**src/psq_pkg.sv**
```systemverilog
// Shared types, codes and elaboration helpers for the positional sequence store.
// No dependencies; every other file in src takes its names from here.
`default_nettype none

package psq_pkg;

  // Field widths fixed by the transaction format
  localparam int KIND_W   = 3;
  localparam int POS_W    = 11;
  localparam int DATA_W   = 32;
  localparam int COUNT_W  = 11;
  localparam int STATUS_W = 2;

  // Default number of entries
  localparam int PSQ_CAPACITY = 1024;

  // Fan-in of each level of the read-out reduction tree
  localparam int TREE_FANIN = 32;

  // Request kinds
  localparam logic [KIND_W-1:0] KIND_PUSH_FRONT = 3'd0;
  localparam logic [KIND_W-1:0] KIND_PUSH_BACK  = 3'd1;
  localparam logic [KIND_W-1:0] KIND_POP_FRONT  = 3'd2;
  localparam logic [KIND_W-1:0] KIND_POP_BACK   = 3'd3;
  localparam logic [KIND_W-1:0] KIND_INSERT     = 3'd4;
  localparam logic [KIND_W-1:0] KIND_ERASE      = 3'd5;

  // Result status codes
  localparam logic [STATUS_W-1:0] ST_DONE  = 2'd0;
  localparam logic [STATUS_W-1:0] ST_EMPTY = 2'd1;
  localparam logic [STATUS_W-1:0] ST_FULL  = 2'd2;

  // Cell operations broadcast along the chain
  localparam logic [1:0] OP_HOLD   = 2'd0;
  localparam logic [1:0] OP_INSERT = 2'd1;
  localparam logic [1:0] OP_ERASE  = 2'd2;

  typedef struct packed {
    logic [KIND_W-1:0]        kind;
    logic [POS_W-1:0]         position;
    logic signed [DATA_W-1:0] value;
  } psq_req_t;

  typedef struct packed {
    logic signed [DATA_W-1:0] removed_value;
    logic [COUNT_W-1:0]       count;
    logic [STATUS_W-1:0]      status;
  } psq_rsp_t;

  // Command seen by every cell of the chain
  typedef struct packed {
    logic [1:0]        op;
    logic [DATA_W-1:0] value;
  } psq_cmd_t;

  // Number of nodes at level k of a tree over n leaves
  function automatic int tree_width(int n, int k);
    int w;
    w = n;
    for (int i = 0; i < k; i++) begin
      w = (w + TREE_FANIN - 1) / TREE_FANIN;
    end
    return w;
  endfunction

  // Levels needed to reduce n leaves to a single node
  function automatic int tree_levels(int n);
    int w;
    int l;
    w = n;
    l = 0;
    while (w > 1) begin
      w = (w + TREE_FANIN - 1) / TREE_FANIN;
      l++;
    end
    return l;
  endfunction

endpackage

`default_nettype wire

```
**src/psq_cell.sv**
```systemverilog
// One storage cell of the shift chain: holds a single entry and trades it with its neighbours.
// Depends on psq_pkg for the command struct and operation codes.
`default_nettype none

module psq_cell #(
  parameter int IW    = 10,
  parameter int INDEX = 0
) (
  input  wire logic               clk,
  input  wire logic               load,
  input  wire psq_pkg::psq_cmd_t  cmd,
  input  wire logic [IW-1:0]      slot,
  input  wire logic [psq_pkg::DATA_W-1:0] left,
  input  wire logic [psq_pkg::DATA_W-1:0] right,
  output logic [psq_pkg::DATA_W-1:0]      data,
  output logic [psq_pkg::DATA_W-1:0]      tap
);

  localparam logic [IW-1:0] MY_SLOT = IW'(INDEX);

  // Shift right above an insert, shift left from an erase, capture the erased entry
  always_ff @(posedge clk) begin
    if (load) begin
      case (cmd.op)
        psq_pkg::OP_INSERT: begin
          if (MY_SLOT > slot) begin
            data <= left;
          end else if (MY_SLOT == slot) begin
            data <= cmd.value;
          end
        end
        psq_pkg::OP_ERASE: begin
          if (MY_SLOT >= slot) begin
            data <= right;
          end
        end
        default: begin
        end
      endcase
      tap <= (cmd.op == psq_pkg::OP_ERASE && MY_SLOT == slot) ? data : '0;
    end
  end

endmodule

`default_nettype wire

```
**config.mk**
```make
export PLATFORM = sky130hd
export DESIGN_NAME = psq_cell
export DESIGN_NICKNAME = d
export VERILOG_FILES = /design/src/psq_pkg.sv /design/src/psq_cell.sv
export SDC_FILE = /design/constraint.sdc
export NUM_CORES = 1
export LEC_CHECK = 0
export ABC_AREA = 1
export BUFFER_PORTS_ARGS = -buffer_cell sky130_fd_sc_hd__buf_4
export CAP_MARGIN = 20
export CORE_MARGIN = 10
export CORE_UTILIZATION = 46
export DETAILED_ROUTE_END_ITERATION = 6
export PLACE_DENSITY_LB_ADDON = 0.08
export RECOVER_POWER = 100
export SLEW_MARGIN = 0
export SYNTH_ARGS = -nofsm -noshare
export SYNTH_HDL_FRONTEND = slang
export SYNTH_SLANG_ARGS = --single-unit
```
**constraint.sdc**
```tcl
create_clock -name clk -period 5.8 [get_ports clk]
set_input_delay 0.29 -clock clk [delete_from_list [all_inputs] [get_ports clk]]
set_output_delay 0.29 -clock clk [all_outputs]
set_load 0.02 [all_outputs]
```
==> impl_metrics.tcl <==
set metrics [dict create \
    status "complete, but fails checks" \
    violations "capacitance limit, slew limit" \
    synthSimpleGateAreaFrac 0.233 \
    synth_nets 359 \
    core_area_mm2 0.00585 \
    tightest_slew_ns 1.76 \
    synth-xor-area-share 0 \
    synth_area_leaders "edfxtp_1, nand2_1, nor2_2, inv_1, buf_6" \
    cts_buffers 9 \
    hp-start "right[18]" \
    fin_setup_tns_ns 0 \
    num_io_pins 174 \
    area_growth_pct 36.7 \
    stdcell_count 472 \
    diodes 0 \
    power.density_mw_per_mm2 265 \
    power_uw 998 \
    yosysTopAreaCellShare 0.698 \
    fin_crit_sh 0.592 \
    std_cell_rows 28 \
    leakagePower_nw 1.74 \
    reg2reg_from "data[21]" \
    syn_inst 249 \
    synthMuxAreaShare 0 \
    start_util 0.471 \
    layout-drive-gt1-share 0.262 \
    crit_path_start_kind "input port" \
    syn_area_per_cell_um2 11.1 \
    synth_area_mm2 0.00276 \
    cp_data_required_time_ns 5.75 \
    finalSetupViolations 0 \
    slew_viol_final 68 \
    reg2reg_depth 2 \
    period_minus_slack_ns 3.44 \
    rsz0062_at_grt "no" \
    antenna_found_initial 0 \
    avgRoutedWirePerCell_um 14.8 \
    routabilityCongestion 0.772 \
    synth_top_cell_by_area "edfxtp_1" \
    crit_type "input port to flip-flop" \
    r2r-end "tap[21]" \
    synth_cell_types 14 \
    fin_area_mm2 0.00377 \
    fin_nets 503 \
    cts-resized-gates 0 \
    wl_mm 7.00 \
    place_inst 457 \
    firstDrtPassIters 4 \
    hold_path.class "input port to flip-flop" \
    cp_max_fo 34 \
    htreeDepth 3 \
    grt_use_total 0.148 \
    antenna_violating_nets_post_route 0 \
    r2r_slack_ns 5.02 \
    fp.dieH_um 97.4 \
    whs_endpoint "data[18]" \
    cts_tree "built" \
    clk_pin_slew_ns 0.07 \
    cts_root_buf "clkbuf_8" \
    postCtsSetupBuffers 0 \
    max-vdd-ir-drop_v 0.000139 \
    io_buffers 141 \
    skew_ns 0.00561 \
    hold_buffers 0 \
    drc 0 \
    maxCapViolCount 2 \
    dieWidth_um 97.4 \
    yosysWarningCount 0 \
    finalHoldViolations 0 \
    synth_top_family_by_area "simple AND/OR/NAND/NOR gates" \
    synth_seq_cells 64 \
    fmax_mhz 291 \
    crit_arrival_ns 3.39 \
    clkLatencyLatePin_ns 0.33 \
    fillCellCount 526 \
    grt_start_max_net_pins 35 \
    placed_cell_area_mm2 0.00386 \
    cts_max_path_buffers 2 \
    synth_compound_area_frac 0.00182 \
    viasPerCell 4.42 \
    first_iter_violations 56 \
    timing.slew.headroom -0.176 \
    synth_fa_ha_area_frac 0 \
    hold_depth 3 \
    yosysSeqAreaShare 0.698 \
    num_vias 2087 \
    cp-end-kind "flip-flop" \
    grt_pass1_wl_mm 11.1 \
    clock-sinks 64 \
    place_hpwl_mm 5.23 \
    grt_overflow_total 0 \
    grt_pass1_vias 2212 \
    die_area_mm2 0.00948 \
]
-- synth_stat cells, drive strengths merged --
cell type and instances:
buf 6, edfxtp 64, inv 34, nand3 1, clkbuf 3, or2 1
nor2 39, and2 1, nand2 99, o21ai 1
-- registers in the layout, summed over array words and instances (netlist names) --
signal	count
data	32
tap	32
-- layer usage --
| layer | global-route usage | part of all wire | vias up |
|---|---|---|---|
| li1 | - | - | 1061 |
| met1 | 0.159 | 0.39 | 917 |
| met2 | 0.237 | 0.49 | 95 |
| met3 | 0.0690 | 0.089 | 14 |
| met4 | 0.0817 | 0.026 | 0 |
| met5 | 0 | 0 | - |
-- worst max path at each step --
| stage | from | cells past startpoint | end | slack, ns |
|---|---|---|---|---|
| 2_1_floorplan | slot[7] | 4 | data[0] | 3.28 |
| 3_3_place_gp | cmd[32] | 7 | data[6] | 3.06 |
| 3_5_place_dp | cmd[32] | 7 | data[3] | 3.04 |
| 4_1_cts | cmd[32] | 7 | data[8] | 3.40 |
| 5_1_grt | cmd[32] | 7 | data[30] | 2.02 |
| 6_report | cmd[32] | 7 | data[8] | 2.36 |
-- logic make-up after synthesis --
logic type / Yosys count
simple gates: 141
flops: 64
buf+inv: 43
compound gates: 1
-- cell type report --
class / instances / area [um2] / area share
tap: 75 / 93.8 / 0.0249
clock buffer: 11 / 131 / 0.0349
multi-input combinational: 142 / 603 / 0.160
sequential: 64 / 1920 / 0.510
inverter: 34 / 128 / 0.0339
timing repair buffer: 142 / 818 / 0.217
clock inverter: 4 / 70.1 / 0.0186
-- stage by stage --
step | hold WS, ns | utilization | worst slack, ns
6_report | 0.214 | 0.644 | 2.36
3_3_place_gp | 0.552 | 0.660 | 3.06
2_1_floorplan | 0.402 | - | 3.28
3_5_place_dp | 0.556 | 0.660 | 3.04
4_1_cts | 0.196 | 0.695 | 3.40
5_1_grt | 0.204 | 0.644 | 2.02
-- worst max-delay path: stages --
cell	delay, ns
clkbuf_4	0.10
inv_1	0.06
nand2_1	0.05
clkbuf_1	0.59
inv_1	1.10
o21ai_0	0.30
nor2_4	0.85
-- report_power, final --
group | internal [mW] | leakage (nW) | switching [mW] | total (mW)
registers | 0.516 | 0.624 | 0.00140 | 0.518
clock network | 0.238 | 0.103 | 0.157 | 0.395
logic | 0.0440 | 1.01 | 0.0406 | 0.0845
-- cells in the final DEF, fill, tap and decap left out --
cell type and instances:
nand2_1 99, buf_4 75, clkbuf_1 68, edfxtp_1 64, inv_1 34, nor2_1 25, nor2_2 11, clkbuf_8 9
nor2_4 3, clkinv_2 2, bufinv_16 2, o21ai_0 1, or2_0 1, and2_1 1, nand3_4 1, clkbuf_4 1
No activity file was read; power rests on OpenSTA's default activity.
